`src/pca_pkg.sv`:
```
// ----------------------------------------------------------------------------
// pca_pkg
// Types, widths and codes shared by the pinned core assigner files.
// ----------------------------------------------------------------------------
`timescale 1ns / 1ps
`default_nettype none

package pca_pkg;

  localparam int CORE_W    = 6;
  localparam int CNT_W     = 7;
  localparam int MASK_W    = 64;
  localparam int THREAD_W  = 8;
  localparam int CFG_IDX_W = 2;
  localparam int CFG_DAT_W = 64;
  localparam int CORE_MAX  = 64;

  typedef logic [CORE_W-1:0] core_t;
  typedef logic [CNT_W-1:0]  cnt_t;
  typedef logic [MASK_W-1:0] mask_t;

  localparam logic MODE_ASSIGN = 1'b0;
  localparam logic MODE_LOAD   = 1'b1;

  typedef enum logic [CFG_IDX_W-1:0] {
    REG_CORE_COUNT = 2'd0,
    REG_INTERLEAVE = 2'd1,
    REG_ALLOWED    = 2'd2
  } cfg_reg_t;

  typedef enum logic [1:0] {
    RES_PINNED = 2'd0,
    RES_CHOSEN = 2'd1,
    RES_FAULT  = 2'd2
  } res_kind_t;

  typedef enum logic [2:0] {
    ST_IDLE   = 3'd0,
    ST_LOOKUP = 3'd1,
    ST_DECIDE = 3'd2,
    ST_CHECK  = 3'd3,
    ST_WALK   = 3'd4,
    ST_PREP   = 3'd5,
    ST_FINAL  = 3'd6,
    ST_RESULT = 3'd7
  } pca_state_t;

  typedef struct packed {
    logic      latch;
    logic      write_pin;
    logic      init_search;
    logic      walk_init;
    logic      walk_step;
    logic      take_walk;
    logic      cand_first;
    logic      set_ptr;
    logic      res_set;
    res_kind_t res_kind;
    logic      out_load;
  } pca_cmd_t;

  typedef struct packed {
    logic mode_load;
    logic pinned;
    logic mask_empty;
    logic cand_ok;
    logic walk_hit;
    logic walk_at_first;
    logic walk_done;
    logic iter_done;
    logic out_free;
  } pca_sts_t;

endpackage

`default_nettype wire

```
`src/pca_in_if.sv`:
```
// ----------------------------------------------------------------------------
// pca_in_if
// Input item channel: assign or pin-load request.
// ----------------------------------------------------------------------------
`timescale 1ns / 1ps
`default_nettype none

interface pca_in_if import pca_pkg::*; ();
  logic                valid;
  logic                ready;
  logic                mode;
  logic [THREAD_W-1:0] thread_num;
  core_t               pin_core;
  mask_t               busy_cores;

  modport source (output valid, mode, thread_num, pin_core, busy_cores, input ready);
  modport sink   (input valid, mode, thread_num, pin_core, busy_cores, output ready);
endinterface

`default_nettype wire

```
`src/pca_out_if.sv`:
```
// ----------------------------------------------------------------------------
// pca_out_if
// Result channel: chosen core and flags.
// ----------------------------------------------------------------------------
`timescale 1ns / 1ps
`default_nettype none

interface pca_out_if import pca_pkg::*; ();
  logic  valid;
  logic  ready;
  core_t chosen_core;
  logic  was_pinned;
  logic  no_allowed_core;

  modport source (output valid, chosen_core, was_pinned, no_allowed_core, input ready);
  modport sink   (input valid, chosen_core, was_pinned, no_allowed_core, output ready);
endinterface

`default_nettype wire

```
`src/pca_cfg_if.sv`:
```
// ----------------------------------------------------------------------------
// pca_cfg_if
// Configuration write channel: register index and data.
// ----------------------------------------------------------------------------
`timescale 1ns / 1ps
`default_nettype none

interface pca_cfg_if import pca_pkg::*; ();
  logic                 valid;
  logic                 ready;
  logic [CFG_IDX_W-1:0] index;
  logic [CFG_DAT_W-1:0] data;

  modport source (output valid, index, data, input ready);
  modport sink   (input valid, index, data, output ready);
endinterface

`default_nettype wire

```
`src/pinned_core_assigner_top.sv`:
```
// ----------------------------------------------------------------------------
// pinned_core_assigner_top
// Places each new thread on a pinned core or on the next free allowed core.
// ----------------------------------------------------------------------------
// load beat: pin written in lookup, no result; pinned assign or empty mask: result staged
// in decide, then loaded into the output register from the result state once it is free
// unpinned: candidate checks, walker steps and a prep step on fallback to the start core
// walker steps: a few typically, up to about cores*(cores+1) with sparse masks
// one item at a time; the next beat is taken while a result waits in the output register
// reset: pin valid bits and pointer cleared, config to defaults at once, no clearing pass
`timescale 1ns / 1ps
`default_nettype none

module pinned_core_assigner_top import pca_pkg::*; #(
  parameter int THREAD_SLOTS = 256
) (
  input  wire logic clk,
  input  wire logic rst_n,
  pca_in_if.sink    in_ch,
  pca_out_if.source out_ch,
  pca_cfg_if.sink   cfg_ch
);

  pca_cmd_t cmd;
  pca_sts_t sts;
  logic     in_ready;

  assign in_ch.ready = in_ready;

  pca_ctrl u_ctrl (
    .clk      (clk),
    .rst_n    (rst_n),
    .in_valid (in_ch.valid),
    .in_ready (in_ready),
    .sts      (sts),
    .cmd      (cmd)
  );

  pca_dp #(
    .THREAD_SLOTS (THREAD_SLOTS)
  ) u_dp (
    .clk           (clk),
    .rst_n         (rst_n),
    .in_mode       (in_ch.mode),
    .in_thread_num (in_ch.thread_num),
    .in_pin_core   (in_ch.pin_core),
    .in_busy_cores (in_ch.busy_cores),
    .out_ch        (out_ch),
    .cfg_ch        (cfg_ch),
    .cmd           (cmd),
    .sts           (sts)
  );

endmodule

`default_nettype wire

```
`src/pca_ctrl.sv`:
```
// ----------------------------------------------------------------------------
// pca_ctrl
// Sequencer for lookup, candidate search and pointer update.
// ----------------------------------------------------------------------------
`timescale 1ns / 1ps
`default_nettype none

module pca_ctrl import pca_pkg::*; (
  input  wire logic     clk,
  input  wire logic     rst_n,
  input  wire logic     in_valid,
  output logic          in_ready,
  input  wire pca_sts_t sts,
  output pca_cmd_t      cmd
);

  pca_state_t state_r;
  pca_state_t state_nxt;

  always_ff @(posedge clk) begin
    if (!rst_n) begin
      state_r <= ST_IDLE;
    end else begin
      state_r <= state_nxt;
    end
  end

  always_comb begin
    state_nxt = state_r;
    cmd       = '0;
    in_ready  = 1'b0;
    case (state_r)
      ST_IDLE: begin
        in_ready = 1'b1;
        if (in_valid) begin
          cmd.latch = 1'b1;
          state_nxt = ST_LOOKUP;
        end
      end
      ST_LOOKUP: begin
        if (sts.mode_load) begin
          cmd.write_pin = 1'b1;
          state_nxt     = ST_IDLE;
        end else begin
          state_nxt = ST_DECIDE;
        end
      end
      ST_DECIDE: begin
        if (sts.pinned) begin
          cmd.res_set  = 1'b1;
          cmd.res_kind = RES_PINNED;
          state_nxt    = ST_RESULT;
        end else if (sts.mask_empty) begin
          cmd.res_set  = 1'b1;
          cmd.res_kind = RES_FAULT;
          state_nxt    = ST_RESULT;
        end else begin
          cmd.init_search = 1'b1;
          state_nxt       = ST_CHECK;
        end
      end
      ST_CHECK: begin
        cmd.walk_init = 1'b1;
        state_nxt     = sts.cand_ok ? ST_FINAL : ST_WALK;
      end
      ST_WALK: begin
        cmd.walk_step = 1'b1;
        if (sts.walk_hit) begin
          if (sts.walk_at_first || sts.iter_done) begin
            cmd.cand_first = 1'b1;
            state_nxt      = ST_PREP;
          end else begin
            cmd.take_walk = 1'b1;
            state_nxt     = ST_CHECK;
          end
        end else if (sts.walk_done) begin
          cmd.res_set  = 1'b1;
          cmd.res_kind = RES_FAULT;
          state_nxt    = ST_RESULT;
        end
      end
      ST_PREP: begin
        cmd.walk_init = 1'b1;
        state_nxt     = ST_FINAL;
      end
      ST_FINAL: begin
        cmd.walk_step = 1'b1;
        if (sts.walk_hit) begin
          cmd.set_ptr  = 1'b1;
          cmd.res_set  = 1'b1;
          cmd.res_kind = RES_CHOSEN;
          state_nxt    = ST_RESULT;
        end else if (sts.walk_done) begin
          cmd.res_set  = 1'b1;
          cmd.res_kind = RES_FAULT;
          state_nxt    = ST_RESULT;
        end
      end
      ST_RESULT: begin
        if (sts.out_free) begin
          cmd.out_load = 1'b1;
          state_nxt    = ST_IDLE;
        end
      end
      default: begin
        state_nxt = ST_IDLE;
      end
    endcase
  end

  assert property (@(posedge clk) disable iff (!rst_n)
    cmd.out_load |=> state_r == ST_IDLE)
    else $error("result load not followed by idle");

  assert property (@(posedge clk) disable iff (!rst_n)
    cmd.latch |=> !in_ready)
    else $error("new beat taken while an item is in flight");

  assert property (@(posedge clk) disable iff (!rst_n)
    cmd.res_set |-> !cmd.out_load)
    else $error("result staged and loaded in one cycle");

endmodule

`default_nettype wire

```
`src/pca_dp.sv`:
```
// ----------------------------------------------------------------------------
// pca_dp
// Datapath: pin table, config registers, candidate walker, result register.
// ----------------------------------------------------------------------------
`timescale 1ns / 1ps
`default_nettype none

module pca_dp import pca_pkg::*; #(
  parameter int THREAD_SLOTS = 256
) (
  input  wire logic          clk,
  input  wire logic          rst_n,
  input  wire logic          in_mode,
  input  wire logic [THREAD_W-1:0] in_thread_num,
  input  wire core_t         in_pin_core,
  input  wire mask_t         in_busy_cores,
  pca_out_if.source          out_ch,
  pca_cfg_if.sink            cfg_ch,
  input  wire pca_cmd_t      cmd,
  output pca_sts_t           sts
);

  localparam int SLOT_DEPTH = (THREAD_SLOTS < 256) ? THREAD_SLOTS : 256;
  localparam int SLOT_W     = $clog2(SLOT_DEPTH);

  function automatic logic [SLOT_W-1:0] slot_of(input logic [THREAD_W-1:0] t);
    logic [15:0] r;
    logic [15:0] d;
    r = 16'(t);
    for (int k = 7; k >= 0; k--) begin
      d = 16'(SLOT_DEPTH) << k;
      if (r >= d) r = r - d;
    end
    return r[SLOT_W-1:0];
  endfunction

  function automatic core_t adv(input core_t w, input cnt_t step, input cnt_t cores);
    cnt_t s;
    cnt_t v;
    s = {1'b0, w} + step;
    if (s >= cores) begin
      v = s - cores + 7'd1;
      if (v == step) v = '0;
    end else begin
      v = s;
    end
    return v[CORE_W-1:0];
  endfunction

  // config registers
  cnt_t  cc_r;
  cnt_t  il_r;
  mask_t allow_r;

  always_ff @(posedge clk) begin
    if (!rst_n) begin
      cc_r    <= 7'd64;
      il_r    <= 7'd1;
      allow_r <= '1;
    end else if (cfg_ch.valid) begin
      case (cfg_reg_t'(cfg_ch.index))
        REG_CORE_COUNT: cc_r    <= cfg_ch.data[CNT_W-1:0];
        REG_INTERLEAVE: il_r    <= cfg_ch.data[CNT_W-1:0];
        REG_ALLOWED:    allow_r <= cfg_ch.data[MASK_W-1:0];
        default: ;
      endcase
    end
  end

  assign cfg_ch.ready = 1'b1;

  // effective settings
  cnt_t  eff_cores;
  cnt_t  eff_step;
  mask_t eff_mask;
  core_t eff_first;
  core_t nsc_r;

  always_comb begin
    if (cc_r == '0) begin
      eff_cores = 7'd1;
    end else if (cc_r > 7'(CORE_MAX)) begin
      eff_cores = 7'(CORE_MAX);
    end else begin
      eff_cores = cc_r;
    end
    if (il_r == '0) begin
      eff_step = 7'd1;
    end else if (il_r > eff_cores) begin
      eff_step = eff_cores;
    end else begin
      eff_step = il_r;
    end
    if (eff_cores >= 7'(CORE_MAX)) begin
      eff_mask = allow_r;
    end else begin
      eff_mask = allow_r & ((64'd1 << eff_cores) - 64'd1);
    end
    eff_first = ({1'b0, nsc_r} >= eff_cores) ? '0 : nsc_r;
  end

  // item registers
  logic              mode_r;
  logic [SLOT_W-1:0] slot_r;
  core_t             pin_r;
  mask_t             busy_r;
  cnt_t              cores_r;
  cnt_t              step_r;
  mask_t             mask_r;
  core_t             first_r;

  always_ff @(posedge clk) begin
    if (cmd.latch) begin
      mode_r  <= in_mode;
      slot_r  <= slot_of(in_thread_num);
      pin_r   <= in_pin_core;
      busy_r  <= in_busy_cores;
      cores_r <= eff_cores;
      step_r  <= eff_step;
      mask_r  <= eff_mask;
      first_r <= eff_first;
    end
  end

  // pin table
  core_t                 pin_table [SLOT_DEPTH];
  core_t                 pin_q_r;
  logic [SLOT_DEPTH-1:0] pin_vld_r;
  logic                  pin_hit_r;

  always_ff @(posedge clk) begin
    if (cmd.write_pin) begin
      pin_table[slot_r] <= pin_r;
    end
    pin_q_r <= pin_table[slot_r];
  end

  always_ff @(posedge clk) begin
    if (!rst_n) begin
      pin_vld_r <= '0;
      pin_hit_r <= 1'b0;
    end else begin
      if (cmd.write_pin) begin
        pin_vld_r[slot_r] <= 1'b1;
      end
      pin_hit_r <= pin_vld_r[slot_r];
    end
  end

  // candidate walker
  core_t cand_r;
  core_t w_r;
  cnt_t  i_r;
  cnt_t  j_r;
  core_t walk_w;

  assign walk_w = adv(w_r, step_r, cores_r);

  always_ff @(posedge clk) begin
    if (cmd.init_search) begin
      cand_r <= first_r;
      i_r    <= '0;
    end else if (cmd.take_walk) begin
      cand_r <= walk_w;
      i_r    <= i_r + 7'd1;
    end else if (cmd.cand_first) begin
      cand_r <= first_r;
    end
    if (cmd.walk_init) begin
      w_r <= cand_r;
      j_r <= '0;
    end else if (cmd.walk_step) begin
      w_r <= walk_w;
      j_r <= j_r + 7'd1;
    end
  end

  always_ff @(posedge clk) begin
    if (!rst_n) begin
      nsc_r <= '0;
    end else if (cmd.set_ptr) begin
      nsc_r <= walk_w;
    end
  end

  // result staging and output register
  core_t res_core_r;
  logic  res_pin_r;
  logic  res_fault_r;
  logic  out_valid_r;
  core_t out_core_r;
  logic  out_pin_r;
  logic  out_fault_r;

  always_ff @(posedge clk) begin
    if (cmd.res_set) begin
      case (cmd.res_kind)
        RES_PINNED: begin
          res_core_r  <= pin_q_r;
          res_pin_r   <= 1'b1;
          res_fault_r <= 1'b0;
        end
        RES_CHOSEN: begin
          res_core_r  <= cand_r;
          res_pin_r   <= 1'b0;
          res_fault_r <= 1'b0;
        end
        default: begin
          res_core_r  <= '0;
          res_pin_r   <= 1'b0;
          res_fault_r <= 1'b1;
        end
      endcase
    end
    if (cmd.out_load) begin
      out_core_r  <= res_core_r;
      out_pin_r   <= res_pin_r;
      out_fault_r <= res_fault_r;
    end
  end

  always_ff @(posedge clk) begin
    if (!rst_n) begin
      out_valid_r <= 1'b0;
    end else if (cmd.out_load) begin
      out_valid_r <= 1'b1;
    end else if (out_ch.ready) begin
      out_valid_r <= 1'b0;
    end
  end

  assign out_ch.valid           = out_valid_r;
  assign out_ch.chosen_core     = out_core_r;
  assign out_ch.was_pinned      = out_pin_r;
  assign out_ch.no_allowed_core = out_fault_r;

  // status
  always_comb begin
    sts               = '0;
    sts.mode_load     = (mode_r == MODE_LOAD);
    sts.pinned        = pin_hit_r;
    sts.mask_empty    = (mask_r == '0);
    sts.cand_ok       = mask_r[cand_r] & ~busy_r[cand_r];
    sts.walk_hit      = mask_r[walk_w];
    sts.walk_at_first = (walk_w == first_r);
    sts.walk_done     = ((j_r + 7'd1) == cores_r);
    sts.iter_done     = ((i_r + 7'd1) == cores_r);
    sts.out_free      = !out_valid_r || out_ch.ready;
  end

  assert property (@(posedge clk) disable iff (!rst_n)
    cmd.out_load |-> (!out_valid_r || out_ch.ready))
    else $error("result overwritten before it was taken");

  assert property (@(posedge clk) disable iff (!rst_n)
    cmd.walk_step |-> ({1'b0, w_r} < cores_r && j_r < cores_r))
    else $error("walker left the core range");

  assert property (@(posedge clk) disable iff (!rst_n)
    cmd.set_ptr |=> ({1'b0, nsc_r} < cores_r && mask_r[nsc_r]))
    else $error("pointer moved to a core that is not allowed");

  assert property (@(posedge clk) disable iff (!rst_n)
    (out_ch.valid && out_ch.no_allowed_core) |->
      (out_ch.chosen_core == '0 && !out_ch.was_pinned))
    else $error("fault result carries a core");

endmodule

`default_nettype wire
```
`src/flat_wrapper.sv`:
```
// flat-port wrapper written by rule: the top's interface ports become plain ports
module pinned_core_assigner_top_flat import pca_pkg::*;
#(
  parameter int THREAD_SLOTS = 256
)
  (clk, rst_n, in_ch_valid, in_ch_mode, in_ch_thread_num, in_ch_pin_core, in_ch_busy_cores, in_ch_ready, out_ch_valid, out_ch_chosen_core, out_ch_was_pinned, out_ch_no_allowed_core, out_ch_ready, cfg_ch_valid, cfg_ch_index, cfg_ch_data, cfg_ch_ready);
  pca_in_if in_ch_i ();
  pca_out_if out_ch_i ();
  pca_cfg_if cfg_ch_i ();
  input  wire logic clk;
  input  wire logic rst_n;
  input wire logic [$bits(in_ch_i.valid)-1:0] in_ch_valid;
  input wire logic [$bits(in_ch_i.mode)-1:0] in_ch_mode;
  input wire logic [$bits(in_ch_i.thread_num)-1:0] in_ch_thread_num;
  input wire logic [$bits(in_ch_i.pin_core)-1:0] in_ch_pin_core;
  input wire logic [$bits(in_ch_i.busy_cores)-1:0] in_ch_busy_cores;
  output wire logic [$bits(in_ch_i.ready)-1:0] in_ch_ready;
  output wire logic [$bits(out_ch_i.valid)-1:0] out_ch_valid;
  output wire logic [$bits(out_ch_i.chosen_core)-1:0] out_ch_chosen_core;
  output wire logic [$bits(out_ch_i.was_pinned)-1:0] out_ch_was_pinned;
  output wire logic [$bits(out_ch_i.no_allowed_core)-1:0] out_ch_no_allowed_core;
  input wire logic [$bits(out_ch_i.ready)-1:0] out_ch_ready;
  input wire logic [$bits(cfg_ch_i.valid)-1:0] cfg_ch_valid;
  input wire logic [$bits(cfg_ch_i.index)-1:0] cfg_ch_index;
  input wire logic [$bits(cfg_ch_i.data)-1:0] cfg_ch_data;
  output wire logic [$bits(cfg_ch_i.ready)-1:0] cfg_ch_ready;
  assign in_ch_i.valid = in_ch_valid;
  assign in_ch_i.mode = in_ch_mode;
  assign in_ch_i.thread_num = in_ch_thread_num;
  assign in_ch_i.pin_core = in_ch_pin_core;
  assign in_ch_i.busy_cores = in_ch_busy_cores;
  assign in_ch_ready = in_ch_i.ready;
  assign out_ch_valid = out_ch_i.valid;
  assign out_ch_chosen_core = out_ch_i.chosen_core;
  assign out_ch_was_pinned = out_ch_i.was_pinned;
  assign out_ch_no_allowed_core = out_ch_i.no_allowed_core;
  assign out_ch_i.ready = out_ch_ready;
  assign cfg_ch_i.valid = cfg_ch_valid;
  assign cfg_ch_i.index = cfg_ch_index;
  assign cfg_ch_i.data = cfg_ch_data;
  assign cfg_ch_ready = cfg_ch_i.ready;
  pinned_core_assigner_top #(.THREAD_SLOTS(THREAD_SLOTS)) u_core (.clk(clk), .rst_n(rst_n), .in_ch(in_ch_i), .out_ch(out_ch_i), .cfg_ch(cfg_ch_i));
endmodule
```
`config.mk`:
```
export PLATFORM = sky130hd
export DESIGN_NAME = pinned_core_assigner_top_flat
export DESIGN_NICKNAME = d
export VERILOG_FILES = /design/src/pca_pkg.sv /design/src/pca_in_if.sv /design/src/pca_out_if.sv /design/src/pca_cfg_if.sv /design/src/pinned_core_assigner_top.sv /design/src/pca_ctrl.sv /design/src/pca_dp.sv /design/src/flat_wrapper.sv
export SDC_FILE = /design/constraint.sdc
export NUM_CORES = 2
export LEC_CHECK = 0
export ABC_AREA = 1
export BUFFER_PORTS_ARGS = -buffer_cell sky130_fd_sc_hd__buf_2
export CORE_MARGIN = 3
export CORE_UTILIZATION = 45
export CTS_BUF_LIST = sky130_fd_sc_hd__clkbuf_8
export DETAILED_ROUTE_END_ITERATION = 12
export MAX_ROUTING_LAYER = met4
export SLEW_MARGIN = 10
export SYNTH_ARGS = -nofsm -noshare
export SYNTH_HDL_FRONTEND = slang
export SYNTH_SLANG_ARGS = --single-unit
```
`constraint.sdc`:
```
create_clock -name clk -period 18.25 [get_ports clk]
set_input_delay 2.7375 -clock clk [delete_from_list [all_inputs] [get_ports clk]]
set_output_delay 2.7375 -clock clk [all_outputs]
set_load 0.005 [all_outputs]
```
======== Word-level counts from Yosys, hierarchy flattened ========
Memory sizes are Yosys's and may differ from the RTL's. A register that Yosys moved wholly into a read port is not among the register bits.
Cells that the tools add are included.
word-level totals
  bits in registers ....................... 550
  memory bits (writable) .................. 1536
  logic and storage cells ................. 146
  input bits .............................. 150
  output and inout port bits .............. 11
  memories kept ........................... 1
cells by class
  $add $sub $neg .......................... 6
  magnitude comparators ................... 9
  equality and inequality tests ........... 16
  bitwise logic cells ..................... 4
  shift operators ......................... 1
  muxes and demuxes ....................... 63
  reduce and logical (&&, ||, !) cells .... 20
memories
  name                   depth  width  read ports  clocked after Yosys merged registers in  write ports  RTL line       text
  u_core.u_dp.pin_table  256    6      1           1                                        1            pca_dp.sv:126  core_t pin_table [SLOT_DEPTH];
operators with widths
  operator                                                           number
  OR 256 bit                                                         1
  AND 64 bit                                                         1
  logical NOT 64 bit                                                 1
  2-to-1 mux 64 bit                                                  1
  << shifter 1 x 7 -> 64 bit, first input constant                   1
  subtractor 64 x 1 -> 64 bit, second input constant                 1
  2-to-1 mux 6 bit                                                   7
  2-to-1 mux 3 bit                                                   13
  2-to-1 mux 1 bit                                                   27
  one-hot mux 3 bit (8 select lines)                                 1
  adder 7 x 1 -> 7 bit, second input constant                        3
  == test 7 bit                                                      3
  2-to-1 mux 7 bit                                                   3
  binary-select mux 1 bit (select 6 bit)                             3
  logical NOT 7 bit                                                  2
  less-than comparator 6 x 7 -> 1 bit, second input constant         2
  == test 3 bit, second input constant                               4
  one-hot mux 6 bit (2 select lines)                                 1
  less-than comparator 8 x 9 -> 1 bit, second input constant         1
  one-hot mux 3 bit (3 select lines)                                 1
  binary-select mux 1 bit (select 8 bit)                             1
  demux 1 bit (select 8 bit)                                         1
  greater-or-equal comparator 8 x 1 -> 1 bit, second input constant  1
  2-to-1 mux 2 bit                                                   4
  25 further kinds                                                   35

======== Depth between registers and ports, before layout ========
  depth after elaboration ................. 14
  depth in mapped cells ................... 32
  gate-level depth less buffers ........... 32

======== Modules after synthesis ========
A second synthesis with hierarchy kept.
unflattened totals
  cells, all modules ...................... 6659
  area, all modules ....................... 82650.5 µm²
by module, submodules not included
  module    area each (µm²)  instances  sequential area each (µm²)  cells each
  pca_dp    82283.9          1          59106.7                     6593
  pca_ctrl  366.6            1          60.1                        66

======== Worst setup path before layout ========
Ideal clock, no wire load.
  path kind ............................... in2reg
  start ................................... in in_ch_valid
  end ..................................... reg u_core.u_dp.busy_r[0], enable pin
  path buffers ............................ 0
  arrival ................................. 18.041 ns
  library setup time ...................... 1.086 ns
  slack ................................... -0.877 ns
  stages on the path ...................... 2
  data required time ...................... 17.164 ns
  path through ............................ inv_1 -> nor4_1
RTL lines
  element               RTL line            text
  start, declared       flat_wrapper.sv:12  input wire logic [$bits(in_ch_i.valid)-1:0] in_ch_valid;
  end signal, assigned  pca_dp.sv:117       busy_r <= in_busy_cores;
  end, declared         pca_dp.sv:106       mask_t busy_r;

======== Final worst setup path ========
  start ................................... reg u_core.u_dp.step_r[0]
  end ..................................... reg u_core.u_dp.res_core_r[1] (data pin)
between the ends
  cells in the longest elaborated chain, start to end .. 12
  elaborated cells on any way between the ends .. 15
  those cells by class .................... 3 x add/sub; 1 x order compare; 2 x eq/ne; 8 x mux; 1 x reduce/logical
RTL lines
  element                                                      RTL line                        text
  start, declared                                              pca_dp.sv:108                   cnt_t step_r;
  start signal, assigned                                       pca_dp.sv:119                   step_r <= eff_step;
  adder 6 x 7 -> 7 bit                                         pca_dp.sv:40                    s = {1'b0, w} + step;
  subtractor 7 bit                                             pca_dp.sv:42                    v = s - cores + 7'd1;
  adder 7 x 1 -> 7 bit                                         pca_dp.sv:42
  == test 7 bit                                                pca_dp.sv:43                    if (v == step) v = '0;
  2-to-1 mux 6 bit                                             pca_dp.sv:43
  2-to-1 mux 6 bit (*)                                         pca_dp.sv:41                    if (s >= cores) begin
  binary-select mux 1 bit (select 6 bit) (*)                   pca_dp.sv:244                   sts.walk_hit = mask_r[walk_w];
  2-to-1 mux 1 bit (implied by the code) (*)                   pca_dp.sv:244
  2-to-1 mux 3 bit, on equally long branches                   pca_ctrl.sv:88, pca_ctrl.sv:68
  one-hot mux 3 bit (3 select lines) (*)                       pca_ctrl.sv:32                  case (state_r)
  == test 2 x 1 -> 1 bit or logical NOT 2 bit (tied branches)  pca_dp.sv:197                   case (cmd.res_kind)
  one-hot mux 6 bit (2 select lines) (*)                       pca_dp.sv:197
  end signal, assigned                                         pca_dp.sv:199                   res_core_r <= pin_q_r;
  end signal, assigned                                         pca_dp.sv:204                   res_core_r <= cand_r;
  end, declared                                                pca_dp.sv:187                   core_t res_core_r;
Every way passes the cells marked *; elsewhere a longest branch is shown, timed or not. The select of a mux whose other input is x is not followed.
A chain may end at the register's enable or synchronous reset.

==> out/metrics.yaml <==
crit_cells: 28
start_util_pct: 45.6
crit_slowest_cell: "o21ai_0"
worst_setup_path_start_kind: "register"
synth_simple_gate_area_share_pct: 7.98
cts_setup_buffers: 0
die_height_um: 433
die_w_um: 433
synth_xor_area_share_pct: 0.310
path_class: "register to register"
synth_edf_count: 1727
ioPinCount: 161
critPathArrivalTime_ps: 6370
grt_usage_pct: 26.7
drtIter0Drc: 6914
fp-row-count: 155
dp_slack_ps: 12680
dr.pass1.iters: 6
clockBufferDepth: 4
postCtsHoldBufs: 0
dieArea_um2: 187000
drive_above_1_share_pct: 11.8
reg2reg_depth: 28
syn_inst: 6227
synth_top_cell_by_area: "edfxtp_1"
async_reset_ff_share_pct: 0
cp_num_buf_inv: 6
max_slew_margin_pct: 12.9
syn_avg_cell_area_um2: 13.2
max_freq_mhz: 179
num_vias: 54924
synth_seq_area_share_pct: 72.2
synth.most_common_cell: "edfxtp_1"
gp_congestion: 0.982
synth_compound_area_share_pct: 15.5
ys_top_cells_by_count: "edfxtp_1, a22oi_1, nor2_1, a21oi_1, nand2_1"
final_nets: 6656
clk_pin_slew_ps: 70
yosys_warnings: 0
crit_family: "simple AND/OR/NAND/NOR gates"
htreeDepth: 5
fillers: 15477
ys.flop_type: "edfxtp_1"
worstHoldPathCells: 0
worstSkewPairLatency_ps: 1040
crit_fanout: 36
clock-sinks: 2092
finalSetupTns_ps: 0
tightest_slew_ps: 1290
cp_slowest_stage_delay_ps: 450
hold_path.class: "register to register"
rsz0062_at_grt: "false"
hold_viol: 0
synth_cell_types: 68
skew_ps: 87.5
dp.final_hpwl_um: 153000
synth_top_family_by_area: "compound AO/OA/AOI/OAI gates"
synth_top_area_share_pct: 63.3
status: "complete, no violations"
grt_remaining_overflow: 0
grt_max_degree: 180
leakage_nw: 31.5
synthTopCellsByArea: "edfxtp_1, dfxtp_1, a22oi_1, a21oi_1, nor2_1"
antenna_left: 0
maxCapViolCount: 0
cp_common_cell: "nand3_1"
wl_um: 247000
layout_setup_ws_ps: 12650
cp.required_ps: 19020
cp-end-kind: "register"
maxSlewViolCount: 0
multiInputGateArea_um2: 20100
avgViaCountPerCell: 6.03
numCtsBuffers: 353
ctsRootBufferMaster: "clkbuf_8"
core-area_um2: 180000
fin_crit_ps: 5600
antenna_found_initial: 7
ir_drop_v: 0.0000836
synth_seq_cells: 2092
cts.repair.resized: 0
synthMuxAreaShare_pct: 0
grt_pass1_vias: 52941
synth-adder-area-share_pct: 0.648
grt_pass1_wl_um: 361000
setup_viol: 0
pwr_density_cell_nw_per_um2: 117
seq_area_um2: 59200
drc: 0
finalCritPeriodShare_pct: 30.7
cts_tree: "done"
area_growth_pct: 12.2
synth.cell_area_um2: 81900
routedWlPerCell_um: 27.1
port_buffers: 159
-- layout by cell type (no fill, tap or decap), drive strengths merged, types with 6 or more instances in the layout --
| master | Yosys | layout |
|---|---|---|
| nor3 | 38 | 38 |
| a22oi | 899 | 899 |
| inv | 329 | 473 |
| o21ai | 164 | 164 |
| clkinv | 7 | 72 |
| nor4 | 113 | 113 |
| nand2 | 470 | 470 |
| o211ai | 13 | 13 |
| bufinv | 0 | 10 |
| clkbuf | 300 | 405 |
| o221ai | 13 | 13 |
| nand4 | 37 | 37 |
| a21oi | 482 | 482 |
| nor3b | 6 | 6 |
| xor2 | 20 | 20 |
| buf | 77 | 260 |
| dfxtp | 365 | 365 |
| nand3 | 237 | 237 |
| a31oi | 18 | 18 |
| xnor2 | 9 | 9 |
| edfxtp | 1727 | 1727 |
| o41ai | 13 | 13 |
| nor2 | 528 | 528 |
| diode | 0 | 9 |
| a311oi | 7 | 7 |
| o22ai | 20 | 20 |
| or4 | 9 | 9 |
| nand3b | 6 | 6 |
| ha | 36 | 36 |
| o21a | 237 | 237 |
-- flip-flops by register name, summed over array words and instances (netlist names), 3 cells and up --
register	cells
u_core.u_dp.cores_r	7
u_core.u_dp.mask_r	64
u_core.u_dp.pin_table	1536
u_core.u_dp.pin_q_r	6
u_core.u_dp.pin_vld_r	256
u_core.u_dp.busy_r	64
u_core.u_ctrl.state_r	3
u_core.u_dp.cc_r	7
u_core.u_dp.allow_r	64
u_core.u_dp.out_ch.chosen_core	6
u_core.u_dp.j_r	7
u_core.u_dp.slot_r	8
u_core.u_dp.nsc_r	6
u_core.u_dp.pin_r	6
u_core.u_dp.i_r	7
u_core.u_dp.cand_r	6
u_core.u_dp.step_r	7
u_core.u_dp.w_r	6
u_core.u_dp.il_r	7
u_core.u_dp.res_core_r	6
u_core.u_dp.first_r	6
-- layer usage --
layer  vias to the layer above  track usage (%)  share of wire (%)
li1                      24194                -                  -
met1                     27535             37.4                 43
met2                      2730             40.2                 46
met3                       465             4.35                8.4
met4                         0             8.37                3.0
met5                         -                -                  0
-- path summary, 6_finish.rpt --
check,start,endpoint,slack [ps]
min,u_core.u_dp.allow_r[0],u_core.u_dp.mask_r[0],450
max,u_core.u_dp.step_r[0],u_core.u_dp.res_core_r[1],12650
min reg2reg,u_core.u_dp.allow_r[0],u_core.u_dp.mask_r[0],450
max reg2reg,u_core.u_dp.step_r[0],u_core.u_dp.res_core_r[1],12650
-- worst register-to-register path: cells and delay by family (launching register included) --
kind	cells	cell delay (ps)
and+or+nand+nor	14	1940
buffers and inverters	6	960
AOI/OAI and AO/OA	4	950
adders and majority gates	3	890
DFF	1	370
xor gates and xnor gates	1	230
-- through the flow --
step	std cells	total power, mW	cell area [um2]	hold slack [ps]	util (%)
finish	9104	10.8	91900	452	51.2
global placement	8464	6.84	85100	424	47.4
floorplan	6228	6.35	81900	400	-
global route	9103	11.2	91900	468	51.2
detailed placement	8466	6.85	85200	431	47.4
CTS	9095	10.8	91900	448	51.2
-- where the power goes --
| part | total, mW | internal, mW | leakage [nW] | switching, mW |
|---|---|---|---|---|
| Combinational | 1.40 | 0.366 | 9.00 | 1.03 |
| Sequential | 5.38 | 5.31 | 18.5 | 0.0640 |
| Clock | 4.01 | 2.16 | 3.99 | 1.86 |
| Total | 10.8 | 7.84 | 31.5 | 2.95 |
-- cells by family after synthesis --
logic type	after synthesis
flops	2092
other cells	1
fa+ha+maj	40
simple gates	1456
compound gates	1896
xor+xnor	29
buf+inv	713
-- area by class of cell --
| class | count | share of cell area, % |
|---|---|---|
| diodes | 9 | 0.0245 |
| clock buffers | 405 | 6.06 |
| clock inverters | 224 | 1.27 |
| inverters | 336 | 1.40 |
| multi-input cells | 3423 | 21.8 |
| flip-flops and latches | 2092 | 64.4 |
| well taps | 2355 | 3.21 |
| repair buffers | 260 | 1.85 |
(Power assumes the default switching activity.)
